==> config.mk <==
export PLATFORM = sky130hd
export DESIGN_NAME = deq_mem
export DESIGN_NICKNAME = d
export VERILOG_FILES = /design/src/rtl/deq_mem.sv
export SDC_FILE = /design/constraint.sdc
export NUM_CORES = 2
export LEC_CHECK = 0
export BUFFER_PORTS_ARGS = -buffer_cell sky130_fd_sc_hd__buf_2
export CAP_MARGIN = 40
export CORE_MARGIN = 2
export CORE_UTILIZATION = 50
export DETAILED_ROUTE_END_ITERATION = 16
export PLACE_DENSITY_LB_ADDON = 0.08
export SKIP_CTS_REPAIR_TIMING = 1
export SLEW_MARGIN = 20
export SYNTH_ARGS = -nofsm -noshare
export SYNTH_HDL_FRONTEND = slang
export SYNTH_SLANG_ARGS = --single-unit
==> constraint.sdc <==
create_clock -name clk -period 9.03 [get_ports clk]
set_input_delay 1.3545 -clock clk [delete_from_list [all_inputs] [get_ports clk]]
set_output_delay 1.3545 -clock clk [all_outputs]
set_load 0.05 [all_outputs]
==> src/rtl/deq_mem.sv <==
module deq_mem #(
	parameter int DEPTH = 64,
	parameter int VW    = 64,
	parameter int AW    = 6
) (
	input  logic          clk,
	input  logic          we,
	input  logic [AW-1:0] waddr,
	input  logic [VW-1:0] wdata,
	input  logic          re,
	input  logic [AW-1:0] raddr,
	output logic [VW-1:0] rdata
);

	logic [VW-1:0] mem [DEPTH];

	// Single write port.
	always_ff @(posedge clk) begin
		if (we) begin
			mem[waddr] <= wdata;
		end
	end

	// Registered read port; the data appears in the cycle after re.
	always_ff @(posedge clk) begin
		if (re) begin
			rdata <= mem[raddr];
		end
	end

endmodule

==> flow_metrics.py <==
metrics = {
    "outcome": {
        "status": "finished with violations",
        "violations": "max-slew violations",
    },
    "detailed_routing": {
        "drt.antenna.violating_nets": 0,
        "drt_iter0_markers": 10510,
        "top_layer": "met5",
        "met3_length_um": 38820,
        "met1_length_um": 182400,
        "routedWlPerCell_um": 38.24,
        "viasPerCell": 6.550,
        "dr_wl_met2_um": 211700,
        "vias": 76100,
        "drt-total-wl_um": 444300,
        "drcViolationCount": 0,
        "drtPass1Iterations": 6,
    },
    "synthesis": {
        "synth_edf_count": 4160,
        "syn-num-nets": 6677,
        "ys_types": 32,
        "synth_most_common_cell": "edfxtp_1",
        "synthFlopType": "edfxtp_1",
        "synth_top_cell_by_area": "edfxtp_1",
        "synth-seq-area-share_pct": 79.57,
        "synth_top_area_share_pct": 79.57,
        "synthCells": 6598,
        "synth_area_leaders": "edfxtp_1 80%, mux4_2 15%, mux2i_1 0.86%",
        "synthArstFlopShare_pct": 0,
        "ys_top_cells_by_count": "4,160 x edfxtp_1, 1,024 x mux4_2, 170 x buf_2",
        "syn-cell-area_um2": 157000,
        "ys_warn_count": 0,
        "ys_seq_elements": 4160,
        "syn_avg_cell_area_um2": 23.79,
    },
    "min_path": {
        "hp-start": "wdata[43]",
        "worst_hold_path.endpoint": "mem[1][43]",
        "hold_class": "input port to flip-flop",
        "whs_path_depth": 1,
    },
    "worst_setup_path": {
        "startpoint_type": "input port",
        "endpoint_kind": "flip-flop",
        "crit_top_cell": "buf_12",
        "cp_slowest_cell": "mux4_2",
        "worst-path-buf-inv": 3,
        "cp_top_family": "buffers and inverters",
        "r2r-end": "rdata[16]",
        "critical_path_class": "input port to flip-flop",
        "timing.rr.start": "mem[11][16]",
        "worstPathArrival_ns": 4.67,
        "worstPathCellList": "buf_8 -> buf_12 -> buf_12 -> mux4_2 -> or3_1 -> a41oi_1 -> a211oi_1",
        "critPathMaxStageDelay_ns": 0.59,
        "regToRegSetupSlack_ns": 6.73,
        "r2r_cells": 5,
        "critical_path.max_fanout": 115,
        "required_ns": 9.72,
    },
    "die": {
        "ioPinCount": 143,
        "die-area_um2": 318500,
        "die_x_um": 564.3,
        "die_h_um": 564.3,
        "coreArea_um2": 312200,
        "num_rows": 205,
        "start_util_pct": 50.29,
    },
    "clocking": {
        "tritoncts": "yes",
        "cts_buffers": 421,
        "cts_sinks": 4160,
        "clk_path_buf_depth": 4,
        "cts.htree.levels": 5,
        "clock_latency_ns": 0.98,
        "cts_root_buf": "clkbuf_16",
        "clk_pin_slew_worst_paths_ns": 0.07,
    },
    "grt": {
        "grt_max_degree": 135,
        "grt_pass1_wl_um": 614200,
        "antenna_found_initial": 43,
        "grt_overflow": 0,
        "grt_pass1_vias": 76390,
        "gr-usage-all-layers_pct": 28.01,
    },
    "sta": {
        "tightest_slew_ns": 1.536,
        "finalCritPeriodShare_pct": 44.07,
        "fin_skew_ns": 0.04579,
        "setup_violations": 0,
        "max_slew_margin_pct": -2.388,
        "min_period_ns": 3.980,
        "tns_ns": 0,
        "hold_viol": 0,
        "fin_hold_ws_ns": 0.7257,
        "rsz0062_at_grt": "no",
        "drv_slew": 16,
        "timing.fmax_ghz": 0.2513,
    },
    "power": {
        "p_sw_share_pct": 21.06,
        "peakVddDrop_mv": 0.2296,
        "share_comb_of_total_power_pct": 4.8,
        "p_switching_mw": 8.590,
        "intPower_mw": 32.21,
        "power.share.clock_pct": 42.5,
        "p_leak_nw": 56.30,
        "powerDensity_nw_per_um2": 226.5,
        "pwr-share-seq_pct": 52.7,
    },
    "placement": {
        "post-place-cells": 10810,
        "io_buffers": 142,
        "dp_hpwl_um": 239500,
        "place_congestion": 0.7752,
    },
    "final_layout": {
        "fillers": 22320,
        "fin_nets": 7186,
        "layout-drive-gt1-share_pct": 29.13,
        "area_growth_pct": 14.75,
        "stdcell_count": 11620,
    },
    "flow_run": {
        "maxCapViolCount": 0,
    },
}
-- sequential cells by signal, indices dropped and copies added, names as in the netlist --
name	flops
mem	4096
rdata	64
-- worst max-delay path by stage --
stage | from | end | slack, ns | cells after the start
after floorplan | waddr[3] | mem[48][0] | 2.24 | 4
after global placement | raddr[2] | rdata[40] | 3.91 | 7
after detailed placement | raddr[0] | rdata[27] | 4.05 | 8
after CTS | raddr[1] | rdata[40] | 5.11 | 7
after global routing | raddr[0] | rdata[27] | 4.88 | 8
final | raddr[1] | rdata[40] | 5.05 | 7
-- worst reg2reg max path, stage by stage (launching register included) --
cell,delay [ns]
edfxtp_1,0.36
mux4_2,0.46
nor2b_1,0.14
a211oi_1,0.55
o22ai_1,0.31
and3_1,0.25
-- layout make-up --
cell class	count	area, um^2	share of cell area [%]
flip-flops and latches	4160	124900	69.34
multi-input cells	2049	30790	17.09
clock buffers	516	11130	6.176
repair buffers	456	5498	3.052
well taps	4140	5180	2.875
clock inverters	252	2505	1.390
inverters	19	71.32	0.03959
diodes	26	65.06	0.03612
-- routing by layer --
metal / vias to the layer above / global-route usage, %
met5: - / 0
li1: 29680 / -
met4: 10 / 7.130
met1: 42010 / 41.45
met3: 612 / 4.360
met2: 3794 / 44.15
-- cells in the final DEF, fill, tap and decap left out, types with 88 or more instances in the layout --
cell type / n
a22o_1: 88
a22oi_1: 168
buf_12: 110
buf_2: 137
buf_4: 151
clkbuf_16: 432
clkinv_1: 103
edfxtp_1: 4160
mux2i_1: 135
mux4_2: 1024
-- cell families after synthesis --
kind of cell | share of synthesized area, %
AOI/OAI and AO/OA | 2.467
buffers and inverters | 1.176
DFF | 79.57
muxes | 15.55
and+or+nand+nor | 1.235
-- power by group through the flow --
stage	logic [mW]	registers, mW	clock network (mW)
after CTS	1.97	21.5	17.6
after floorplan	0.996	22.0	0
final	1.97	21.5	17.3
after detailed placement	1.97	21.9	0
after global routing	2.08	21.5	18.3
after global placement	1.87	21.9	0
-- metrics by stage --
stage / util (%) / total power, mW / setup slack, ns / instance area, um^2
2_1_floorplan: - / 22.97 / 2.240 / 157000
3_3_place_gp: 52.41 / 23.77 / 3.911 / 163600
3_5_place_dp: 53.20 / 23.87 / 4.052 / 166100
4_1_cts: 57.57 / 41.04 / 5.112 / 179700
5_1_grt: 57.70 / 41.88 / 4.879 / 180100
6_report: 57.71 / 40.80 / 5.050 / 180200
(Power assumes the default switching activity.)
