## src/rtl/deq_pkg.sv

```systemverilog
package deq_pkg;

	// Default sizes of the ring store.
	localparam int DEPTH_DEF       = 64;
	localparam int VALUE_WIDTH_DEF = 64;

	// Field widths of the stream payloads.
	localparam int FUNC_W   = 3;
	localparam int VALUE_W  = 64;
	localparam int COUNT_W  = 7;
	localparam int STATUS_W = 2;

	// Packed stream widths, padded to whole bytes.
	localparam int IN_TDATA_W  = 72;
	localparam int OUT_TDATA_W = 144;

	// Operation codes carried in the input transaction.
	typedef enum logic [FUNC_W-1:0] {
		FN_PUSH_BACK  = 3'd0,
		FN_PUSH_FRONT = 3'd1,
		FN_POP_FRONT  = 3'd2,
		FN_POP_BACK   = 3'd3,
		FN_REVERSE    = 3'd4
	} deq_func_t;

	// Result status codes.
	typedef enum logic [STATUS_W-1:0] {
		STAT_OK    = 2'd0,
		STAT_EMPTY = 2'd1,
		STAT_FULL  = 2'd2
	} deq_status_t;

	// Controller states.
	typedef enum logic {
		S_IDLE,
		S_FETCH
	} deq_state_t;

	// One result transaction as it leaves the controller.
	typedef struct packed {
		deq_status_t          status;
		logic                 is_empty;
		logic [COUNT_W-1:0]   entry_count;
		logic [VALUE_W-1:0]   back_value;
		logic [VALUE_W-1:0]   front_value;
	} deq_result_t;

endpackage

```

## src/rtl/deq_ctrl.sv

```systemverilog
module deq_ctrl #(
	parameter int DEPTH = 64,
	parameter int VW    = 64,
	parameter int AW    = 6
) (
	input  logic                  clk,
	input  logic                  arst_n,
	input  logic                  in_valid,
	output logic                  in_ready,
	input  logic [deq_pkg::FUNC_W-1:0]  in_func,
	input  logic [deq_pkg::VALUE_W-1:0] in_value,
	output logic                  mem_we,
	output logic [AW-1:0]         mem_waddr,
	output logic [VW-1:0]         mem_wdata,
	output logic                  mem_re,
	output logic [AW-1:0]         mem_raddr,
	input  logic [VW-1:0]         mem_rdata,
	output logic                  out_valid,
	input  logic                  out_ready,
	output deq_pkg::deq_result_t  out_result
);
	import deq_pkg::*;

	localparam int CW = $clog2(DEPTH + 1);
	localparam int SW = CW + 1;
	localparam logic [SW-1:0] DEPTH_S  = SW'(DEPTH);
	localparam logic [AW-1:0] HEAD_MAX = AW'(DEPTH - 1);
	localparam logic [CW-1:0] COUNT_FULL = CW'(DEPTH);

	deq_state_t    state_q, state_d;
	logic [AW-1:0] head_q, head_d;
	logic [CW-1:0] count_q, count_d;
	logic          rev_q, rev_d;
	logic          fetch_first_q, fetch_first_d;
	logic [VW-1:0] first_q, first_d;
	logic [VW-1:0] last_q, last_d;
	logic          out_valid_q;
	deq_result_t   res_q, res_d;
	logic          load_out;
	deq_status_t   status;
	deq_func_t     func;
	logic [VW-1:0] value;
	logic          accept;
	logic          at_first;

	logic [AW-1:0] head_inc, head_dec;
	logic [SW-1:0] sum_tail, sum_last2;
	logic [AW-1:0] slot_tail, slot_last2;
	logic [VW-1:0] front_sel, back_sel;

	assign in_ready   = (state_q == S_IDLE) && (!out_valid_q || out_ready);
	assign accept     = in_valid && in_ready;
	assign func       = deq_func_t'(in_func);
	assign value      = in_value[VW-1:0];
	assign out_valid  = out_valid_q;
	assign out_result = res_q;

	// Ring pointer arithmetic; each sum stays below twice the depth wherever used.
	always_comb begin
		head_inc   = (head_q == HEAD_MAX) ? '0 : head_q + AW'(1);
		head_dec   = (head_q == '0) ? HEAD_MAX : head_q - AW'(1);
		sum_tail   = SW'(head_q) + SW'(count_q);
		sum_last2  = SW'(head_q) + SW'(count_q) - SW'(2);
		slot_tail  = (sum_tail >= DEPTH_S) ? AW'(sum_tail - DEPTH_S) : AW'(sum_tail);
		slot_last2 = (sum_last2 >= DEPTH_S) ? AW'(sum_last2 - DEPTH_S) : AW'(sum_last2);
	end

	// Next state, cached end values and memory requests.
	always_comb begin
		state_d       = state_q;
		head_d        = head_q;
		count_d       = count_q;
		rev_d         = rev_q;
		fetch_first_d = fetch_first_q;
		first_d       = first_q;
		last_d        = last_q;
		status        = STAT_OK;
		load_out      = 1'b0;
		mem_we        = 1'b0;
		mem_waddr     = slot_tail;
		mem_wdata     = value;
		mem_re        = 1'b0;
		mem_raddr     = head_inc;
		at_first      = 1'b0;
		case (state_q)
			S_IDLE: begin
				if (accept) begin
					load_out = 1'b1;
					case (func)
						FN_PUSH_BACK, FN_PUSH_FRONT: begin
							if (count_q == COUNT_FULL) begin
								status = STAT_FULL;
							end else begin
								at_first = (func == FN_PUSH_FRONT) != rev_q;
								mem_we   = 1'b1;
								count_d  = count_q + CW'(1);
								if (at_first) begin
									head_d    = head_dec;
									mem_waddr = head_dec;
									first_d   = value;
									if (count_q == '0) begin
										last_d = value;
									end
								end else begin
									mem_waddr = slot_tail;
									last_d    = value;
									if (count_q == '0) begin
										first_d = value;
									end
								end
							end
						end
						FN_POP_FRONT, FN_POP_BACK: begin
							if (count_q == '0) begin
								status = STAT_EMPTY;
							end else begin
								at_first = (func == FN_POP_FRONT) != rev_q;
								count_d  = count_q - CW'(1);
								if (at_first) begin
									head_d = head_inc;
								end
								// A new end entry must be fetched unless the queue empties.
								if (count_q != CW'(1)) begin
									load_out      = 1'b0;
									mem_re        = 1'b1;
									mem_raddr     = at_first ? head_inc : slot_last2;
									fetch_first_d = at_first;
									state_d       = S_FETCH;
								end
							end
						end
						FN_REVERSE: begin
							rev_d = !rev_q;
						end
						default: begin
						end
					endcase
				end
			end
			S_FETCH: begin
				load_out = 1'b1;
				state_d  = S_IDLE;
				if (fetch_first_q) begin
					first_d = mem_rdata;
				end else begin
					last_d = mem_rdata;
				end
			end
			default: begin
				state_d = S_IDLE;
			end
		endcase
	end

	// Result as seen after the operation.
	always_comb begin
		front_sel = rev_d ? last_d : first_d;
		back_sel  = rev_d ? first_d : last_d;
		if (count_d == '0) begin
			front_sel = '0;
			back_sel  = '0;
		end
		res_d.front_value = VALUE_W'(front_sel);
		res_d.back_value  = VALUE_W'(back_sel);
		res_d.entry_count = COUNT_W'(count_d);
		res_d.is_empty    = (count_d == '0);
		res_d.status      = status;
	end

	// Control registers.
	always_ff @(posedge clk or negedge arst_n) begin
		if (!arst_n) begin
			state_q       <= S_IDLE;
			head_q        <= '0;
			count_q       <= '0;
			rev_q         <= 1'b0;
			fetch_first_q <= 1'b0;
			out_valid_q   <= 1'b0;
		end else begin
			state_q       <= state_d;
			head_q        <= head_d;
			count_q       <= count_d;
			rev_q         <= rev_d;
			fetch_first_q <= fetch_first_d;
			if (load_out) begin
				out_valid_q <= 1'b1;
			end else if (out_ready) begin
				out_valid_q <= 1'b0;
			end
		end
	end

	// Payload registers: cached end values and the output result.
	always_ff @(posedge clk) begin
		first_q <= first_d;
		last_q  <= last_d;
		if (load_out) begin
			res_q <= res_d;
		end
	end

endmodule

```

## config.mk

```make
export PLATFORM = sky130hd
export DESIGN_NAME = deq_ctrl
export DESIGN_NICKNAME = d
export VERILOG_FILES = /design/src/rtl/deq_pkg.sv /design/src/rtl/deq_ctrl.sv
export SDC_FILE = /design/constraint.sdc
export NUM_CORES = 1
export LEC_CHECK = 0
export BUFFER_PORTS_ARGS = -buffer_cell sky130_fd_sc_hd__buf_2
export CAP_MARGIN = 30
export CORE_MARGIN = 8
export CORE_UTILIZATION = 48
export DETAILED_ROUTE_END_ITERATION = 8
export PLACE_DENSITY = 0.72
export RECOVER_POWER = 50
export SYNTH_ARGS = -nofsm -noshare
export SYNTH_HDL_FRONTEND = slang
export SYNTH_SLANG_ARGS = --single-unit
```

## constraint.sdc

```tcl
create_clock -name clk -period 8.1 [get_ports clk]
set_input_delay 0.405 -clock clk [delete_from_list [all_inputs] [get_ports clk]]
set_output_delay 0.405 -clock clk [all_outputs]
set_load 0.01 [all_outputs]
```

==> run summary, run 1 <==
status - finished with violations
failing checks - max-capacitance violations, max-slew violations
# fillers - 2956
full die area - 39340 um2
Initial Util - 48.93%
fmax - 0.1817 GHz
clock sinks - 283
Syn Inst Count - 1572
Worst-Skew Late Latency - 560 ps
fraction of layout cells with a size suffix above 1 - 13.30%
Rel. slew slack - -146.0%
routability cong. - 0.8816
CTS Root Buffer Type - clkbuf_16
post-route setup TNS - 0 ps
syn nets - 1720
largest family of logic cells by synthesized area - compound AO/OA/AOI/OAI gates
Slew @ Worst Pin - 3690 ps
# Post-CTS Setup Buffers - 0
Tmin final - 5504 ps
Routed WL - 49.19 mm
Yosys reg bits - 283
Via density - 6.072
post-synthesis mux area share - 16.75%
H-tree Lvls - 1
CP Max Fanout - 69
final worst slack - 2596 ps
Final Slew Violations - 196
ys async rst share - 6.007%
input/output buffers - 352
Iteration-0 DRC Markers - 1091
Crit. End Element - flop
largest net degree at the start of global routing - 114
total CTS buffers - 31
sequential area share after synthesis - 44.68%
Rows - 66
Hold Path Class - input port to flop
DP HPWL - 31.50 mm
post-route cell area - 18120 um2
Adder-Cell Fraction of Synth Area - 1.066%
compound-cell area share of the yosys netlist - 17.58%
clk buf depth - 3
Synth Flop Type - edfxtp_1
worst vdd ir - 196.8 uV
number of global-route vias before repair - 13409
max-cap violations - 4
Final Hold Viols - 0
Unique masters post-synth - 59
I/O pin total - 353
simple-gate share of the synthesized area - 10.76%
register area - 7136 um2
clock slew at the register clock pins of the worst setup and hold paths - 60 ps
leakage - 7.143 nW
syn avg cell area - 10.15 um2
area of the core region - 32620 um2
max incr delay on CP - 1570 ps
CTS tree - built
commonest non-fill, non-tap cells in the layout - mux2i_1, clkbuf_1, nand2_1
die height - 198.3 um
antenna-violating nets left - 0
antenna violations before repair - 8
GRT Residual Overflow - 0
post-route clock skew - 11.44 ps
routed vias - 13479
final setup violation count - 0
Placed Area - 17290 um2
CP max-delay cell - and2_0
crit start category - flop
Setup WS pre-CTS - 3844 ps
first-pass GRT wire length - 75.73 mm
Avg WL per Cell - 22.16 um
area delta synth->final - 13.56%
Critical Path AT - 5770 ps
area taken by multi-input logic gates - 7575 um2
Die Span X - 198.3 um
CP cell instances - inv_1, ha_1, nor4b_1, and2_0, a211oi_1, o41ai_1, and2_4, buf_4, a21oi_1
Req. time, crit path - 8370 ps
unrepaired setup endpoints after global routing - no
PwrDens - 386.6 nW/um2
most common cell after layout, fill and taps aside - mux2i_1
Synth Cell Area - 15960 um2
Post-synth EDFFs - 138
Setup CP Type - flop to flop
Synth Area in XOR/XNOR - 1.043%
gr usage total - 23.86%
Final nets - 1899
drt drc - 0
Resized Gates After CTS - 0
Final period util - 67.95%
Yosys Warn Count - 0
DR pass1 iterations - 5
==> path summary, 6_finish.rpt <==
kind,end,cells past startpoint,slack [ps],start
hold / removal,out_valid,3,210,out_ready
min in group asynchronous,head_q[4],2,590,arst_n
max in group asynchronous,fetch_first_q,2,6710,arst_n
hold reg to reg,first_q[46],1,560,first_q[46]
setup reg to reg,out_result[30],9,2600,count_q[1]
setup / recovery,out_result[30],9,2600,count_q[1]
==> sequential cells by signal (all words and copies together), names as in the netlist <==
name,flops
last_q,64
head_q,6
rev_q,1
out_result,138
count_q,7
fetch_first_q,1
out_valid,1
state_q,1
first_q,64
==> worst max-delay path, delay by kind of cell (launching register included) <==
| family | cells | cell delay (ps) |
|---|---|---|
| simple gates | 3 | 2730 |
| compound gates | 3 | 770 |
| flops | 1 | 480 |
| fa+ha+maj | 1 | 250 |
| buf+inv | 2 | 890 |
==> logic make-up after synthesis <==
| family | after synthesis |
|---|---|
| flip-flops | 283 |
| adder cells (fa/ha/maj) | 13 |
| AND/OR/NAND/NOR | 367 |
| AO/OA/AOI/OAI | 382 |
| XOR/XNOR | 19 |
| buffers and inverters | 242 |
| multiplexers | 266 |
==> synthesized netlist by cell type, drive strengths merged, types with 5 or more instances <==
master  number  area [um2]
and3         7       43.79
nor2        88       330.3
nand2b       5       38.78
nand3       13       65.06
nand4       65       406.6
o211ai      65       488.0
nor3         9       50.05
xor2         9       78.83
clkbuf     120       450.4
mux2         8       90.09
ha          12       150.1
mux2i      258        2582
buf        110       800.8
o21ai        9       45.04
inv         12       45.04
xnor2       10       87.58
edfxtp     138        4144
o311a      126        1261
a21oi      151       755.7
dfrtp       17       425.4
dfxtp      128        2562
nand2      154       578.1
==> area by class of cell <==
cell class	count	share of cell area [%]
clock inverter	18	1.160
timing repair buffer	376	9.609
antenna	3	0.04142
tap	442	3.051
clock buffer	39	4.722
inverter	12	0.2554
sequential	283	39.37
multi-input combinational	1047	41.79
==> report_power, final <==
| group | leakage (nW) | switching (mW) | internal (mW) | total, mW |
|---|---|---|---|---|
| Combinational | 4.10 | 1.72 | 1.28 | 3.00 |
| Clock | 0.525 | 0.582 | 0.899 | 1.48 |
| Sequential | 2.52 | 0.329 | 2.19 | 2.52 |
==> metal layers <==
layer / part of all wire, % / GRT usage, %
met1: 42 / 30.86
met2: 47 / 39.85
met3: 8.2 / 5.008
met4: 2.3 / 6.775
met5: 0.10 / 0
==> through the flow <==
stage / hold WS, ps / power (mW) / instances / util (%)
global placement: 383.6 / 5.479 / 2156 / 52.91
finish: 206.7 / 7.006 / 2220 / 55.57
CTS: 186.2 / 7.070 / 2215 / 56.29
global route: 247.6 / 7.421 / 2220 / 55.57
detailed placement: 385.5 / 5.561 / 2157 / 52.99
floorplan: 109.4 / 4.685 / 1572 / -
==> what timing repair did <==
item	4_1_cts	5_1_grt
endpoints found under the setup margin	0	0
hold endpoints to repair	17	0
hold buffers	1	0
Note: power is estimated with default switching activity, not from simulation.
==> run 2: changes to the inputs <==
Clock period 8.1 ns to 5.4 ns, I/O delays scaled along.
==> run summary, run 2 (same netlist as run 1, synthesis figures left out) <==
unrepaired setup endpoints after global routing - no
Iteration-0 DRC Markers - 1129 (+3.5%)
routability cong. - 0.9205 (+4.4%)
Crit. End Element - flop
status - finished with violations
routed vias - 13785 (+2.3%)
final setup violation count - 0 (unchanged)
GRT Residual Overflow - 0 (unchanged)
clock sinks - 283 (unchanged)
Final period util - 77.13% (+9.2 points)
# Post-CTS Setup Buffers - 0 (unchanged)
Final Hold Viols - 0 (unchanged)
fmax - 0.2401 GHz (+32%)
Rel. slew slack - -19.74% (+130 points)
worst vdd ir - 396.4 uV (+100%)
Internal - 6.451 mW (+47%)
CP Launch Point - state_q
WP buf/inv - 3 (+1)
Crit path depth - 8 (-1)
max incr delay on CP - 1280 ps (-290 ps)
Sw Pwr - 3.986 mW (+52%)
R2R cell count - 8 (-1)
failing checks - max-capacitance violations, max-slew violations
met2 routed WL - 24.06 mm (+3.1%)
area delta synth->final - 13.41%
met3 wire len - 4.263 mm (+6.0%)
total CTS buffers - 31 (unchanged)
leakage - 7.131 nW (-0.17%)
reg2reg setup slack - 1230 ps (-1360 ps)
Worst-Skew Late Latency - 550 ps (about the same)
drt drc - 0 (unchanged)
CTS tree - built
Hold Path Class - input port to flop
final worst slack - 1235 ps (-1361 ps)
Tmin final - 4165 ps (-1339 ps)
full die area - 39340 um2 (unchanged)
Placed Area - 17330 um2 (+0.28%)
Via density - 6.204 (+2.2%)
Max Used Layer - met5
antenna violations before repair - 8 (unchanged)
CTS Root Buffer Type - clkbuf_16
most common cell after layout, fill and taps aside - mux2i_1
Final Slew Violations - 66 (-66%)
CP Max Fanout - 105 (+52%)
number of global-route vias before repair - 14048 (+4.8%)
Setup WS pre-CTS - 1455 ps (-2388 ps)
H-tree Lvls - 1 (unchanged)
post-route clock skew - 9.018 ps (-2.422 ps)
I/O pin total - 353 (unchanged)
clock slew at the register clock pins of the worst setup and hold paths - 60 ps (about the same)
Clk pwr share - 20.4% (-0.7 points)
gr usage total - 24.36% (+0.50 points)
number of cells on the worst hold path - 3 (unchanged)
Routed WL - 50.27 mm (+2.2%)
Die Span X - 198.3 um (unchanged)
post-route cell area - 18100 um2 (-0.13%)
Comb pwr share - 43.5% (+0.6 points)
post-route setup TNS - 0 ps (unchanged)
crit start category - flop
cell family with most CP delay - buffers and inverters
max reg flops - 138 (unchanged)
first-pass GRT wire length - 77.27 mm (+2.0%)
largest net degree at the start of global routing - 130 (+14%)
antenna-violating nets left - 0 (unchanged)
commonest non-fill, non-tap cells in the layout - mux2i_1, clkbuf_1, nand2_1
input/output buffers - 352 (unchanged)
clk buf depth - 3 (unchanged)
Seq pwr share - 36.2% (+0.2 points)
Slew @ Worst Pin - 1796 ps (-1894 ps)
PwrDens - 576.6 nW/um2 (+49%)
fraction of layout cells with a size suffix above 1 - 13.45% (+0.15 points)
endpoint of the worst hold path - out_valid
DP HPWL - 31.90 mm (+1.3%)
die height - 198.3 um (unchanged)
area of the core region - 32620 um2 (unchanged)
Setup CP Type - flop to flop
max-cap violations - 1 (-3)
Rows - 66 (unchanged)
CP max-delay cell - dfrtp_1
Final nets - 1901 (+0.11%)
Initial Util - 48.93% (unchanged)
total power - 10.44 mW (+49%)
Worst R2R Start - state_q
hold slack - 84.58 ps (-122.1 ps)
worst min-delay path startpoint - out_ready
Routed met1 length - 20.32 mm (-1.5%)
DR pass1 iterations - 5 (unchanged)
Worst R2R End - out_result[77]
Critical Path AT - 4570 ps (-1200 ps)
Req. time, crit path - 5810 ps (-2560 ps)
Avg WL per Cell - 22.62 um (+2.1%)
CP cell instances - clkbuf_2, clkbuf_1, buf_16, nor2_1, o211ai_1, o311a_1, mux2i_1, a21oi_1
switching share of power - 38.19% (+0.66 points)
run 2: worst max-delay path by stage:
stage / end / slack, ps
floorplan: out_result[0] / 880
finish: out_result[77] / 1230
detailed placement: out_result[30] / 1460
CTS: out_result[30] / 1430
global placement: out_result[30] / 1580
global route: out_result[74] / 990
run 2: worst reg2reg max path, cell delays in order, from the launching register on:
cell,delay [ps]
dfrtp_1,1280
clkbuf_2,1180
clkbuf_1,300
buf_16,340
nor2_1,260
o211ai_1,150
o311a_1,260
mux2i_1,110
a21oi_1,150
run 2: area by class of cell:
type	instances	area, um2
well taps	442	553.0
diodes	3	7.507
inverters	12	47.55
multi-input cells	1047	7599
repair buffers	378	1759
clock inverters	17	190.2
clock buffers	40	809.5
fillers	2880	14520
flip-flops and latches	283	7136
run 2: power groups by stage:
stage	sequential (mW)	combinational, mW	clock [mW]
floorplan	3.77	3.26	0
global placement	3.76	4.46	0
detailed placement	3.79	4.59	0
CTS	3.76	4.62	2.15
global route	3.86	4.93	2.24
finish	3.77	4.54	2.13
run 2: routing by layer:
layer	track usage (%)	vias up
met1	30.50	6703
li1	-	6272
met3	5.246	123
met4	9.292	10
met2	40.72	677
met5	0	-
run 2: timing repair:
item | in CTS | in global routing
endpoints found under the hold margin | 17 | 0
hold buffers | 1 | 0
resized for setup | 0 | 0
run 2: through the flow:
| step | instances | utilization [%] |
|---|---|---|
| floorplan | 1572 | - |
| global placement | 2159 | 53.05 |
| detailed placement | 2160 | 53.14 |
| CTS | 2218 | 56.23 |
| global route | 2222 | 55.49 |
| finish | 2222 | 55.49 |
